==> src/rtl/core/lcd4w_pkg.sv <==
`timescale 1ns / 1ps
// Shared types, constants and the phase decode function for the 4-bit character LCD writer.
// Depends on nothing; every other file of the block imports it.
package lcd4w_pkg;

	localparam int unsigned CLOCKS_PER_MS_DEFAULT = 50000;

	localparam int HOLD_W = 5;
	localparam int IDX_W  = 5;

	typedef enum logic [2:0] {
		KIND_COMMAND = 3'd0,
		KIND_DATA    = 3'd1,
		KIND_CURSOR  = 3'd2,
		KIND_CLEAR   = 3'd3,
		KIND_INIT    = 3'd4
	} item_kind_t;

	localparam logic [7:0] CMD_FUNCTION_SET = 8'h28;
	localparam logic [7:0] CMD_DISPLAY_ON   = 8'h0C;
	localparam logic [7:0] CMD_ENTRY_MODE   = 8'h06;
	localparam logic [7:0] CMD_CLEAR        = 8'h01;
	localparam logic [7:0] CMD_DDRAM_ROW0   = 8'h80;
	localparam logic [7:0] CMD_DDRAM_ROW1   = 8'hC0;
	localparam logic [3:0] NIB_WAKE         = 4'h3;
	localparam logic [3:0] NIB_FOUR_BIT     = 4'h2;

	localparam logic [HOLD_W-1:0] HOLD_STROBE    = 5'd1;
	localparam logic [HOLD_W-1:0] HOLD_POWER_UP  = 5'd20;
	localparam logic [HOLD_W-1:0] HOLD_WAKE_1    = 5'd6;
	localparam logic [HOLD_W-1:0] HOLD_WAKE_2    = 5'd2;
	localparam logic [HOLD_W-1:0] EXTRA_CLEAR    = 5'd2;
	localparam logic [HOLD_W-1:0] HOLD_MAX       = 5'd20;

	localparam logic [IDX_W-1:0] INIT_NIB_FIRST = 5'd1;
	localparam logic [IDX_W-1:0] INIT_NIB_LAST  = 5'd8;
	localparam logic [IDX_W-1:0] INIT_CMD_FIRST = 5'd9;
	localparam logic [IDX_W-1:0] INIT_LAST_IDX  = 5'd24;

	typedef struct packed {
		item_kind_t kind;
		logic [7:0] cmd_byte;
	} item_t;

	typedef struct packed {
		logic              rs;
		logic              en;
		logic [3:0]        nib;
		logic [HOLD_W-1:0] hold;
		logic              last;
	} phase_t;

	// One byte goes out as high nibble then low nibble, each as an EN-high and an EN-low phase.
	function automatic phase_t byte_phase(input logic [7:0] b, input logic rs,
			input logic [1:0] sub, input logic [HOLD_W-1:0] extra);
		phase_t p;
		p.rs   = rs;
		p.en   = ~sub[0];
		p.nib  = sub[1] ? b[3:0] : b[7:4];
		p.hold = (sub == 2'd3) ? (HOLD_STROBE + extra) : HOLD_STROBE;
		p.last = (sub == 2'd3);
		return p;
	endfunction

	function automatic phase_t phase_decode(input item_kind_t kind, input logic [7:0] cmd,
			input logic rs, input logic [IDX_W-1:0] idx);
		phase_t            p;
		logic [IDX_W-1:0]  j;
		logic [1:0]        sel;
		logic [7:0]        b;
		logic [HOLD_W-1:0] extra;
		p     = '0;
		j     = '0;
		sel   = '0;
		b     = '0;
		extra = '0;
		if (kind == KIND_INIT) begin
			if (idx == '0) begin
				p.rs   = rs;
				p.en   = 1'b0;
				p.nib  = 4'h0;
				p.hold = HOLD_POWER_UP;
				p.last = 1'b0;
			end else if (idx <= INIT_NIB_LAST) begin
				j     = idx - INIT_NIB_FIRST;
				sel   = j[2:1];
				p.rs  = rs;
				p.en  = ~j[0];
				p.nib = (sel == 2'd3) ? NIB_FOUR_BIT : NIB_WAKE;
				if (j[0]) begin
					case (sel)
						2'd0:    p.hold = HOLD_WAKE_1;
						2'd1:    p.hold = HOLD_WAKE_2;
						default: p.hold = HOLD_STROBE;
					endcase
				end else begin
					p.hold = HOLD_STROBE;
				end
				p.last = 1'b0;
			end else begin
				j   = idx - INIT_CMD_FIRST;
				sel = j[3:2];
				case (sel)
					2'd0:    b = CMD_FUNCTION_SET;
					2'd1:    b = CMD_DISPLAY_ON;
					2'd2:    b = CMD_ENTRY_MODE;
					default: b = CMD_CLEAR;
				endcase
				extra  = (sel == 2'd3) ? EXTRA_CLEAR : '0;
				p      = byte_phase(b, 1'b0, j[1:0], extra);
				p.last = (idx == INIT_LAST_IDX);
			end
		end else begin
			extra = (kind == KIND_CLEAR) ? EXTRA_CLEAR : '0;
			p     = byte_phase(cmd, rs, idx[1:0], extra);
		end
		return p;
	endfunction

endpackage

==> src/rtl/core/lcd4w_input_stage.sv <==
`timescale 1ns / 1ps
// Input register of the LCD writer: takes one item transaction and forms its command byte.
// Depends on lcd4w_pkg.
module lcd4w_input_stage
	import lcd4w_pkg::*;
(
	input  logic       clk,
	input  logic       arst_n,
	input  logic       item_valid,
	output logic       item_stall,
	input  logic [2:0] kind,
	input  logic [7:0] byte_value,
	input  logic       cursor_row,
	input  logic [5:0] cursor_col,
	output logic       valid_s1,
	output item_t      item_s1,
	input  logic       take
);

	logic       accept;
	logic       known;
	logic [7:0] cmd_byte;

	assign item_stall = valid_s1 & ~take;
	assign accept     = item_valid & ~item_stall;

	always_comb begin
		known    = 1'b1;
		cmd_byte = byte_value;
		case (kind)
			KIND_COMMAND, KIND_DATA: cmd_byte = byte_value;
			KIND_CURSOR: cmd_byte = (cursor_row ? CMD_DDRAM_ROW1 : CMD_DDRAM_ROW0)
				+ {2'b00, cursor_col};
			KIND_CLEAR:  cmd_byte = CMD_CLEAR;
			KIND_INIT:   cmd_byte = CMD_CLEAR;
			default: begin
				known    = 1'b0;
				cmd_byte = byte_value;
			end
		endcase
	end

	// Unused kinds are accepted and dropped here.
	always_ff @(posedge clk or negedge arst_n) begin
		if (!arst_n) begin
			valid_s1 <= 1'b0;
		end else if (!valid_s1 || take) begin
			valid_s1 <= accept & known;
		end
	end

	always_ff @(posedge clk) begin
		if (accept && known) begin
			item_s1.kind     <= item_kind_t'(kind);
			item_s1.cmd_byte <= cmd_byte;
		end
	end

endmodule

==> src/rtl/core/lcd4w_hold_timer.sv <==
`timescale 1ns / 1ps
// Hold timer: counts the milliseconds of the current pin phase in clock cycles.
// Depends on lcd4w_pkg.
module lcd4w_hold_timer
	import lcd4w_pkg::*;
#(
	parameter int unsigned CLOCKS_PER_MS = CLOCKS_PER_MS_DEFAULT
) (
	input  logic              clk,
	input  logic              arst_n,
	input  logic              load,
	input  logic [HOLD_W-1:0] hold,
	output logic              done
);

	localparam int CNT_W = (CLOCKS_PER_MS > 1) ? $clog2(CLOCKS_PER_MS) : 1;
	localparam logic [CNT_W-1:0] CNT_LAST = CNT_W'(CLOCKS_PER_MS - 1);

	logic [HOLD_W-1:0] ms_q;
	logic [CNT_W-1:0]  cyc_q;

	assign done = (ms_q == '0);

	always_ff @(posedge clk or negedge arst_n) begin
		if (!arst_n) begin
			ms_q  <= '0;
			cyc_q <= '0;
		end else if (load) begin
			ms_q  <= hold;
			cyc_q <= '0;
		end else if (!done) begin
			if (cyc_q == CNT_LAST) begin
				cyc_q <= '0;
				ms_q  <= ms_q - 1'b1;
			end else begin
				cyc_q <= cyc_q + 1'b1;
			end
		end
	end

endmodule

==> src/rtl/core/lcd4w_phase_seq.sv <==
`timescale 1ns / 1ps
// Phase sequencer: walks the pin phases of the current item and tracks the RS level.
// Depends on lcd4w_pkg.
module lcd4w_phase_seq
	import lcd4w_pkg::*;
(
	input  logic   clk,
	input  logic   arst_n,
	input  logic   valid_s1,
	input  item_t  item_s1,
	input  logic   tmr_done,
	input  logic   out_free,
	output logic   take,
	output logic   emit,
	output phase_t phase
);

	logic             busy_q;
	item_kind_t       kind_q;
	logic [7:0]       cmd_q;
	logic             rs_q;
	logic [IDX_W-1:0] idx_q;
	logic             rs_level_q;

	assign phase = phase_decode(kind_q, cmd_q, rs_q, idx_q);
	assign emit  = busy_q & tmr_done & out_free;
	assign take  = valid_s1 & (~busy_q | (emit & phase.last));

	always_ff @(posedge clk or negedge arst_n) begin
		if (!arst_n) begin
			busy_q     <= 1'b0;
			idx_q      <= '0;
			rs_level_q <= 1'b0;
		end else if (take) begin
			busy_q     <= 1'b1;
			idx_q      <= '0;
			rs_level_q <= (item_s1.kind == KIND_DATA);
		end else if (emit) begin
			busy_q <= ~phase.last;
			idx_q  <= idx_q + 1'b1;
		end
	end

	// Init keeps the RS level that the previous item left.
	always_ff @(posedge clk) begin
		if (take) begin
			kind_q <= item_s1.kind;
			cmd_q  <= item_s1.cmd_byte;
			rs_q   <= (item_s1.kind == KIND_INIT) ? rs_level_q : (item_s1.kind == KIND_DATA);
		end
	end

endmodule

==> src/rtl/core/char_lcd_4bit_writer_core.sv <==
`timescale 1ns / 1ps
// When idle, an item's first phase is offered after the input, sequencer and output registers.
// Each later phase issues once the hold timer has run out the previous phase's hold_ms and the
// output is free; a command or data item takes about 4 ms, clear 6 ms and init 52 ms.
// A new item is taken into the input register while the current one is still being sent.
// Reset clears the valid flags, the hold timer and the stored RS level to zero.
module char_lcd_4bit_writer_core
	import lcd4w_pkg::*;
#(
	parameter int unsigned CLOCKS_PER_MS = CLOCKS_PER_MS_DEFAULT
) (
	input  logic              clk,
	input  logic              arst_n,
	input  logic              item_valid,
	output logic              item_stall,
	input  logic [2:0]        kind,
	input  logic [7:0]        byte_value,
	input  logic              cursor_row,
	input  logic [5:0]        cursor_col,
	output logic              phase_valid,
	input  logic              phase_stall,
	output logic              rs_pin,
	output logic              enable_pin,
	output logic [3:0]        data_nibble,
	output logic [HOLD_W-1:0] hold_ms,
	output logic              last_phase
);

	logic   valid_s1;
	item_t  item_s1;
	logic   take;
	logic   emit;
	logic   tmr_done;
	logic   out_free;
	phase_t phase;
	phase_t phase_q;
	logic   out_valid_q;

	assign out_free = ~out_valid_q | ~phase_stall;

	lcd4w_input_stage u_input (
		.clk        (clk),
		.arst_n     (arst_n),
		.item_valid (item_valid),
		.item_stall (item_stall),
		.kind       (kind),
		.byte_value (byte_value),
		.cursor_row (cursor_row),
		.cursor_col (cursor_col),
		.valid_s1   (valid_s1),
		.item_s1    (item_s1),
		.take       (take)
	);

	lcd4w_phase_seq u_seq (
		.clk      (clk),
		.arst_n   (arst_n),
		.valid_s1 (valid_s1),
		.item_s1  (item_s1),
		.tmr_done (tmr_done),
		.out_free (out_free),
		.take     (take),
		.emit     (emit),
		.phase    (phase)
	);

	lcd4w_hold_timer #(
		.CLOCKS_PER_MS (CLOCKS_PER_MS)
	) u_timer (
		.clk    (clk),
		.arst_n (arst_n),
		.load   (emit),
		.hold   (phase.hold),
		.done   (tmr_done)
	);

	always_ff @(posedge clk or negedge arst_n) begin
		if (!arst_n) begin
			out_valid_q <= 1'b0;
		end else if (emit) begin
			out_valid_q <= 1'b1;
		end else if (!phase_stall) begin
			out_valid_q <= 1'b0;
		end
	end

	always_ff @(posedge clk) begin
		if (emit) begin
			phase_q <= phase;
		end
	end

	assign phase_valid = out_valid_q;
	assign rs_pin      = phase_q.rs;
	assign enable_pin  = phase_q.en;
	assign data_nibble = phase_q.nib;
	assign hold_ms     = phase_q.hold;
	assign last_phase  = phase_q.last;

	// Every phase holds for at least one millisecond, so two phases never issue back to back.
	a_paced_emit: assert property (@(posedge clk) disable iff (!arst_n)
		emit |=> !emit)
		else $error("Two phases issued in consecutive cycles.");

	a_stall_full: assert property (@(posedge clk) disable iff (!arst_n)
		item_stall |-> valid_s1)
		else $error("Input stalled with an empty input register.");

	a_hold_range: assert property (@(posedge clk) disable iff (!arst_n)
		phase_valid |-> (hold_ms != '0) && (hold_ms <= HOLD_MAX))
		else $error("Phase hold out of range.");

	a_take_idle: assert property (@(posedge clk) disable iff (!arst_n)
		take |-> (!emit || phase.last))
		else $error("New item taken while the current one was still being sent.");

endmodule

==> config.mk <==
export PLATFORM = sky130hd
export DESIGN_NAME = char_lcd_4bit_writer_core
export DESIGN_NICKNAME = d
export VERILOG_FILES = /design/src/rtl/core/lcd4w_pkg.sv /design/src/rtl/core/lcd4w_input_stage.sv /design/src/rtl/core/lcd4w_hold_timer.sv /design/src/rtl/core/lcd4w_phase_seq.sv /design/src/rtl/core/char_lcd_4bit_writer_core.sv
export SDC_FILE = /design/constraint.sdc
export NUM_CORES = 1
export LEC_CHECK = 0
export ABC_AREA = 1
export BUFFER_PORTS_ARGS = -buffer_cell sky130_fd_sc_hd__buf_2
export CAP_MARGIN = 20
export CORE_UTILIZATION = 59
export DETAILED_ROUTE_END_ITERATION = 8
export PLACE_DENSITY = 0.84
export SETUP_SLACK_MARGIN = 0.3
export SLEW_MARGIN = 10
export SYNTH_ARGS = -nofsm -noshare
export SYNTH_HDL_FRONTEND = slang
export SYNTH_HIERARCHICAL = 1
export SYNTH_SLANG_ARGS = --single-unit
==> constraint.sdc <==
create_clock -name clk -period 3.86 [get_ports clk]
set_input_delay 0.772 -clock clk [delete_from_list [all_inputs] [get_ports clk]]
set_output_delay 0.772 -clock clk [all_outputs]
set_load 0.02 [all_outputs]
# After elaboration in Yosys (flattened, before gate mapping)
# Cells that the tools add are included.
dict set report totals {
  reg_bits 65
  in_bits 22
  out_inout_bits 14
  word_cells 105
}
dict set report classes {
  n_addsub 8
  order_cmp 1
  eq_ne 19
  n_mux 29
  n_bitwise 18
  reduce_logical 13
}
# operator n
set ops {}
lappend ops {{16-bit two-way mux} 3}
lappend ops {{12-bit two-way mux} 3}
lappend ops {{5-bit two-way mux} 7}
lappend ops {{6-bit one-hot mux with 3 select lines} 1}
lappend ops {{16-bit by 1-bit adder with 16-bit output (second input constant)} 1}
lappend ops {{16-bit == test (second input constant)} 1}
lappend ops {{8-bit one-hot mux with 2 select lines} 1}
lappend ops {{1-bit by 5-bit adder with 5-bit output (first input constant)} 2}
lappend ops {{2-bit == test (second input constant)} 5}
lappend ops {{5-bit logical NOT} 2}
lappend ops {{3-bit by 2-bit == test with 1-bit output (second input constant)} 3}
lappend ops {{3-bit == test (second input constant)} 3}
lappend ops {{1-bit inverter} 9}
lappend ops {{8-bit by 6-bit adder with 8-bit output} 1}
lappend ops {{4-bit two-way mux} 2}
lappend ops {{1-bit bitwise AND} 7}
lappend ops {{1-bit two-way mux} 7}
lappend ops {{7-bit two-way mux} 1}
lappend ops {{3-bit by 1-bit == test with 1-bit output (second input constant)} 2}
lappend ops {{3-bit one-hot mux with 2 select lines} 1}
lappend ops {{5-bit by 1-bit adder with 5-bit output (second input constant)} 1}
lappend ops {{5-bit == test (second input constant)} 1}
lappend ops {{5-bit by 4-bit <= comparator with 1-bit output (second input constant)} 1}
lappend ops {{5-bit OR reduction} 1}
lappend ops {{other kinds (17)} 22}

# Logic depth before layout (Yosys ltp)
# Gate-level depths: netlist (run 1).
dict set report depth {
  depth_word 16
  ltp_mapped 16
  mapped_depth_nobuf 15
}

# By module
# Netlist (run 1), hierarchy kept.
# module instances cells_each area_each_um2 seq_area_each_um2
set modules_own_cells {}
lappend modules_own_cells {lcd4w_hold_timer 1 217 1440.1 525.5}
lappend modules_own_cells {lcd4w_phase_seq 1 133 1234.9 535.5}
lappend modules_own_cells {lcd4w_input_stage 1 49 531.8 355.3}
lappend modules_own_cells {char_lcd_4bit_writer_core 1 16 401.6 385.4}

# Worst setup path before layout (run 1)
# OpenSTA, ideal clock, no wires.
dict set report synth_path {
  path_kind {register to register}
  from {register u_timer.ms_q[0]}
  to {register u_input/item_s1[0] (netlist name)}
  setup_ns 0.378
  arrival_time_ns 2.564
  required_time_ns 3.482
  slack_ns 0.918
  path_stages_with_launch 15
  path_buffers 0
  synth_period_minus_slack_ns 2.942
  cell_sequence {dfrtp_1 inv_1 ha_1 inv_1 nor3_1 nand2_1 inv_1 nand3_2 clkinv_1 nand3_2 nand2_2 nand2_4 inv_4 nor2_1 nor2_1}
}
dict set report synth_via {
  elab_chain_len 11
}
# item line_no
set synth_rtl {}
lappend synth_rtl {{start, declared} lcd4w_hold_timer.sv:19} ;# logic [HOLD_W-1:0] ms_q;
lappend synth_rtl {{start signal, assigned} lcd4w_hold_timer.sv:29} ;# ms_q <= hold;
lappend synth_rtl {{start signal, assigned} lcd4w_hold_timer.sv:34} ;# ms_q <= ms_q - 1'b1;
lappend synth_rtl {{5-bit logical NOT} lcd4w_hold_timer.sv:22} ;# assign done = (ms_q == '0);
lappend synth_rtl {{via tmr_done} char_lcd_4bit_writer_core.sv:33} ;# logic tmr_done;
lappend synth_rtl {{1-bit bitwise AND (2 in a row)} lcd4w_phase_seq.sv:26} ;# assign emit = busy_q & tmr_done & out_free;
lappend synth_rtl {{via emit} char_lcd_4bit_writer_core.sv:32} ;# logic emit;
lappend synth_rtl {{1-bit bitwise AND} lcd4w_phase_seq.sv:27} ;# assign take = valid_s1 & (~busy_q | (emit & phase.last));
lappend synth_rtl {{1-bit bitwise OR} lcd4w_phase_seq.sv:27}
lappend synth_rtl {{1-bit bitwise AND} lcd4w_phase_seq.sv:27}
lappend synth_rtl {{via take} char_lcd_4bit_writer_core.sv:31} ;# logic take;
lappend synth_rtl {{1-bit inverter} lcd4w_input_stage.sv:24} ;# assign item_stall = valid_s1 & ~take;
lappend synth_rtl {{1-bit bitwise AND} lcd4w_input_stage.sv:24}
lappend synth_rtl {{via item_stall} char_lcd_4bit_writer_core.sv:15} ;# output logic item_stall,
lappend synth_rtl {{1-bit inverter} lcd4w_input_stage.sv:25} ;# assign accept = item_valid & ~item_stall;
lappend synth_rtl {{1-bit bitwise AND} lcd4w_input_stage.sv:25}
lappend synth_rtl {{1-bit logical AND} lcd4w_input_stage.sv:53} ;# if (accept && known) begin
# The timed path passes the listed nets, and every way through them passes these cells.
# A chain may end at the register's enable or synchronous reset.

# Worst setup path after layout (run 1)
dict set report layout_path {
  from {register u_timer.ms_q[0]}
  to {output port item_stall}
}
dict set report layout_via {
  elab_chain_len 8
}
# item line_no
set layout_rtl {}
lappend layout_rtl {{5-bit logical NOT} lcd4w_hold_timer.sv:22}
lappend layout_rtl {{via tmr_done} char_lcd_4bit_writer_core.sv:33}
lappend layout_rtl {{1-bit bitwise AND (2 in a row)} lcd4w_phase_seq.sv:26}
lappend layout_rtl {{via emit} char_lcd_4bit_writer_core.sv:32}
lappend layout_rtl {{1-bit bitwise AND} lcd4w_phase_seq.sv:27}
lappend layout_rtl {{1-bit bitwise OR} lcd4w_phase_seq.sv:27}
lappend layout_rtl {{1-bit bitwise AND} lcd4w_phase_seq.sv:27}
lappend layout_rtl {{via take} char_lcd_4bit_writer_core.sv:31}
lappend layout_rtl {{1-bit inverter} lcd4w_input_stage.sv:24}
lappend layout_rtl {{1-bit bitwise AND} lcd4w_input_stage.sv:24}
lappend layout_rtl {{end, declared} char_lcd_4bit_writer_core.sv:15}
# The timed path passes the listed nets, and every way through them passes these cells.

==> results.toml, run 1 <==
[clock_network]
cts_sinks = 65
clk-insertion-delay-late_ns = 0.35
cts_max_path_buffers = 2
cts_made_buffers = 9
postCtsSetupBuffers = 0
htreeDepth = 3
clk_pin_slew_ns = 0.07
cts-root-buf = "clkbuf_8"
cts_resized = 0
cts_tree = "built"
hold_buffers = 0

[synth]
synth_top_cell_by_area = "edfxtp_1"
seq_area_frac_synth_pct = 49.9
synthAdderAreaFrac_pct = 3.12
synthMuxAreaShare_pct = 0
yosysWarningCount = 6
synth_cell_types = 39
synth_edf_count = 35
synth_compound_area_share_pct = 4.51
async_flop_share_pct = 46.2
synth_top_family_by_area = "simple AND/OR/NAND/NOR gates"
synthXorXnorAreaFrac_pct = 2.22
synth_top_area_share_pct = 29.1
syn_nets = 446
ys_ff_latch = 65
synthFlopType = "edfxtp_1"
synth-simple-area-share_pct = 32.7
netlist_area_um2 = 3610
synth.area.top_cells = "edfxtp_1, dfrtp_1, nand2_1, nor2_1, nand3_1"
avgSynthCellArea_um2 = 8.70
synthCells = 415

[placement]
place_hpwl_mm = 5.00
placed_area_um2 = 3830
io_buffer_count = 35
finalWeightedCongestion = 0.885

[worst_setup_path]
rr_worst_depth = 14
slowest_delay_ns = 0.40
cp_max_fo = 19
endpoint_kind = "primary output"
worst_r2r_endpoint = "u_input/item_s1[10]"
r2r_start = "u_timer/ms_q[0]"
crit_chain = "inv_1, ha_1, inv_1, nor3_1, nand2_1, inv_1, nand3_2, clkinv_1, nand3_2, nand2_2, nand2_4, inv_4, nor2_1, buf_2"
start_kind = "register"
crit_type = "reg -> out"
cp_data_arrival_time_ns = 2.56
crit_required_ns = 3.09
r2r_slack_ns = 0.78
cp_slowest_cell = "dfrtp_1"
crit_top_cell = "inv_1"

[floorplan]
coreArea_um2 = 5920
start_util_pct = 60.9
chipHeight_um = 80.2
fp.dieW_um = 80.2
num_rows = 28
die_area_um2 = 6430
io_pins = 36

[run_status]
status = "finished with violations"
violations = "DRC"

[timing]
finalSetupViolations = 0
max_slew_margin_pct = 44.0
period_share_pct = 86.3
max_freq_mhz = 300
worst_slew_pin_slew_ns = 0.837
drv_slew = 0
rsz0062_at_grt = "no"
hold_viol = 0
final.setup.tns_ns = 0
fin_crit_ns = 3.33
fin_skew_ns = 0.00871

[route]
drc = 1
antenna_left = 0
first_iter_violations = 177
via_count = 2843
wire_per_inst_um = 13.0
dr.pass1.iters = 7
drt-vias-per-instance = 5.31
drt-total-wl_mm = 6.93

[power_and_ir_drop]
vdd.ir_drop.worst_uv = 226
p_leak_uw = 0.00187
pwr_density_cell_nw_per_um2 = 346

[hold_path]
min-delay-start = "u_input/item_s1[6]"
whs_endpoint = "u_seq/cmd_q[6]"
hold_path_depth = 0
min_path_type = "reg -> reg"

[cells_and_area]
area_delta_synth_final_pct = 12.2
mostFrequentLayoutCell = "nand2_1"
final_cell_mix = "nand2_1, nor2_1, inv_1"
nets = 486
fin_area_um2 = 4050
num_antenna_cells = 0
layout-drive-gt1-share_pct = 21.3

[run]
max_cap_viol_count = 0

[global_routing]
grt_pass1_wl_mm = 11.8
antenna_found_initial = 0
grt_overflow = 0
grt_max_degree = 31
grt_usage_pct = 24.4
grt_pass1_vias = 2679
-- synthesized netlist by cell type, types with 3 or more instances --
master and instances:
nor2_1 52, dfrtp_1 30, xor2_1 4, nand2_1 104, nor2_2 8, edfxtp_1 35, inv_2 7, nor2_4 4
o31ai_1 3, o21ai_1 4, ha_1 9, nand3_1 35, nand3_2 4, buf_4 3, inv_1 45, nand4_1 14
o21ai_0 11, nand2_4 5, nand2_2 9
-- logic make-up after synthesis --
| kind of cell | after synthesis |
|---|---|
| simple gates | 244 |
| flops | 65 |
| buf+inv | 62 |
| compound gates | 27 |
| fa+ha+maj | 9 |
| xor+xnor | 7 |
| other cells | 1 |
-- state kept, by name, indices dropped and copies added (netlist names) --
signal	flops
data_nibble	4
u_seq/kind_q	3
enable_pin	1
rs_pin	1
u_seq/busy_q	1
last_phase	1
u_input/valid_s1	1
u_seq/cmd_q	8
u_seq/rs_q	1
phase_valid	1
u_seq/idx_q	5
hold_ms	5
u_timer/cyc_q	16
u_seq/rs_level_q	1
u_input/item_s1	11
u_timer/ms_q	5
-- routing by layer --
metal / vias to the layer above / wire length (µm) / global-route usage (%)
met5: - / 0 / 0
met4: 0 / 160 / 12.3
met3: 14 / 286 / 4.55
met2: 89 / 3330 / 39.7
met1: 1317 / 3160 / 31.0
li1: 1423 / - / -
-- power breakdown --
group	total, µW	leakage (µW)	internal (µW)	switching (µW)
Clock	640	0.000103	367	274
Combinational	34.0	0.00109	13.0	20.9
Sequential	728	0.000678	728	0
Total	1400	0.00187	1110	295
-- critical path, delay by kind of cell, from the launching register on --
family,cells,cell delay (ns)
buf+inv,6,0.74
flops,1,0.40
simple gates,7,0.83
fa+ha+maj,1,0.24
-- per-stage QoR --
step / total power, µW / setup slack [ns] / instances / hold WS (ns) / utilization [%]
2_1_floorplan: 757 / 0.918 / 415 / 0.400 / -
3_3_place_gp: 776 / 1.00 / 519 / 0.405 / 64.7
3_5_place_dp: 778 / 0.802 / 519 / 0.405 / 64.7
4_1_cts: 1410 / 0.529 / 535 / 0.422 / 68.4
5_1_grt: 1450 / 0.307 / 535 / 0.431 / 68.4
6_report: 1400 / 0.529 / 535 / 0.421 / 68.4
-- worst max-delay path by stage --
stage,from,end,slack [ns],cells after the start
after floorplan,u_timer/ms_q[0],u_input/item_s1[0],0.92,14
after global placement,u_timer/ms_q[0],u_input/item_s1[1],1.00,14
after detailed placement,u_timer/ms_q[0],u_input/item_s1[5],0.80,14
after CTS,u_timer/ms_q[0],item_stall,0.53,14
after global routing,u_timer/ms_q[0],item_stall,0.31,14
final,u_timer/ms_q[0],item_stall,0.53,14
-- layout make-up --
| cell class | count | area, µm² |
|---|---|---|
| clock buffers | 10 | 128 |
| clock inverters | 6 | 92.6 |
| fillers | 450 | 1870 |
| inverters | 55 | 214 |
| multi-input cells | 288 | 1540 |
| flip-flops and latches | 65 | 1800 |
| well taps | 75 | 93.8 |
| repair buffers | 36 | 183 |
No activity file was read; power rests on OpenSTA's default activity.
==> run 2: changes to the inputs <==
- PLACE_DENSITY: 0.84 -> default
- PLACE_DENSITY_LB_ADDON: default -> 0.12
==> run 2 against run 1 <==
Net effect: the run now ends clean; register-to-register slack better by 0.03 ns; clock-buffer cell count up 1; clock power down 3%; critical path depth unchanged; sequential power about the same; highest routed layer unchanged; cell area down 0.22%; cell count unchanged; routed wire length down 0.66%.
==> results.toml, run 2 (synthesized netlist as in run 1, its figures left out) <==
[clock_network]
hold_buffers = 0
cts_made_buffers = 9
clk_pin_slew_ns = 0.07
cts_resized = 0
cts_sinks = 65
cts_max_path_buffers = 2
cts-root-buf = "clkbuf_8"
postCtsSetupBuffers = 0
htreeDepth = 3
cts_tree = "built"
clk-insertion-delay-late_ns = 0.34

[cells_and_area]
layout-drive-gt1-share_pct = 20.9
mostFrequentLayoutCell = "nand2_1"
num_antenna_cells = 0
nets = 486
largest_reg_flops = 16
area_delta_synth_final_pct = 12.0
largest_register = "u_timer/cyc_q"
utilization_pct = 68.3
final_cell_mix = "nand2_1, nor2_1, inv_1"
fillers = 472
reg_top3 = "u_timer/cyc_q: 16 flops, u_input/item_s1: 11 flops, u_seq/cmd_q: 8 flops"

[hold_path]
min_path_type = "reg -> reg"
min-delay-start = "u_input/item_s1[0]"

[power_and_ir_drop]
comb_power_share_pct = 2.5
pwr_density_cell_nw_per_um2 = 343
vdd.ir_drop.worst_uv = 232
net-switching-power_uw = 280
p_leak_uw = 0.00187
internal-power_uw = 1100
clkPwrFrac_pct = 44.9
switching_share_pct = 20.2
pwr-share-seq_pct = 52.6

[worst_setup_path]
crit_chain = "inv_1, ha_1, inv_1, nor3_1, nand2_1, inv_1, nand3_2, clkinv_1, nand3_2, nand2_2, nand2_4, inv_4, nor2_1, buf_2"
r2r_start = "u_timer/ms_q[0]"
endpoint_kind = "primary output"
critical-path-top-delay-family = "simple AND/OR/NAND/NOR gates"
slowest_delay_ns = 0.39
cp_data_arrival_time_ns = 2.51
cp.buffers_inverters = 6
crit_required_ns = 3.09
start_kind = "register"
cp_slowest_cell = "dfrtp_1"
crit_type = "reg -> out"
setup.worst_path.start = "u_timer/ms_q[0]"
cp_max_fo = 19
crit_top_cell = "inv_1"

[route]
antenna_left = 0
drc = 0
via_count = 2764
dr.pass1.iters = 4
drt-total-wl_mm = 6.89
drt-vias-per-instance = 5.17
wire_per_inst_um = 12.9
first_iter_violations = 94

[timing]
worst_slew_pin_slew_ns = 0.848
period_share_pct = 85.1
max_slew_margin_pct = 43.2
drv_slew = 0
fin_crit_ns = 3.29
finalSetupViolations = 0
rsz0062_at_grt = "no"
max_freq_mhz = 304
hold_viol = 0
fin_skew_ns = 0.00787
holdWs_ns = 0.421
final.setup.tns_ns = 0

[global_routing]
antenna_found_initial = 0
grt_usage_pct = 23.9
grt_pass1_vias = 2542
grt_overflow = 0
grt_pass1_wl_mm = 11.5
grt_max_degree = 31

[floorplan]
start_util_pct = 60.9
chipHeight_um = 80.2
fp.dieW_um = 80.2
die_area_um2 = 6430
io_pins = 36
coreArea_um2 = 5920
num_rows = 28

[placement]
place_hpwl_mm = 5.07
finalWeightedCongestion = 0.895
io_buffer_count = 35

[run]
max_cap_viol_count = 0

[run_status]
status = "finished clean"
==> run 2: per-layer routing <==
layer / routed length (µm) / vias to the layer above / GRT usage [%] / part of all wire, %
li1: - / 1423 / - / -
met1: 3340 / 1266 / 32.6 / 49
met2: 3200 / 66 / 37.6 / 46
met3: 226 / 9 / 3.07 / 3.3
met4: 121 / 0 / 12.0 / 1.8
met5: 0 / - / 0 / 0
==> run 2: final timing paths <==
kind / cells past startpoint / to / slack [ns]
hold / removal: 0 / u_seq/cmd_q[0] / 0.42
setup / recovery: 14 / item_stall / 0.57
max in group asynchronous: 1 / u_timer/cyc_q[14] / 2.93
setup reg to reg: 14 / u_input/item_s1[10] / 0.81
min in group asynchronous: 1 / u_timer/cyc_q[3] / 0.48
hold reg to reg: 0 / u_seq/cmd_q[0] / 0.42
==> run 2: worst reg2reg max path, cell delays in order, from the launching register on <==
cell      delay (ns)
dfrtp_1         0.39
inv_1           0.10
ha_1            0.25
inv_1           0.07
nor3_1          0.20
nand2_1         0.14
inv_1           0.08
nand3_2         0.13
clkinv_1        0.10
nand3_2         0.08
nand2_2         0.10
nand2_4         0.06
inv_4           0.21
nor2_1          0.11
nor2_1          0.67
==> run 2: stage by stage <==
step                      setup slack, ns  instance area, µm²  power (µW)  instances
after global placement               1.02                3830         776        519
after CTS                           0.537                4040        1400        535
final                               0.575                4040        1380        535
after detailed placement            0.806                3830         778        519
after global routing                0.347                4040        1430        535
after floorplan                     0.918                3610         757        415
==> run 2: power by group through the flow <==
stage	Sequential [µW]	Combinational, µW	Clock, µW
floorplan	743	14.2	0
global placement	743	33.1	0
detailed placement	743	34.8	0
CTS	729	34.8	637
global route	728	39.5	664
finish	729	34.0	622
==> run 2: area by class of cell <==
class	count	area [µm²]	area share (%)
Multi-Input combinational cell	288	1540	38.0
Clock buffer	11	131	3.25
Inverter	55	214	5.29
Tap cell	75	93.8	2.32
Clock inverter	5	80.1	1.98
Sequential cell	65	1800	44.6
Timing Repair Buffer	36	183	4.52
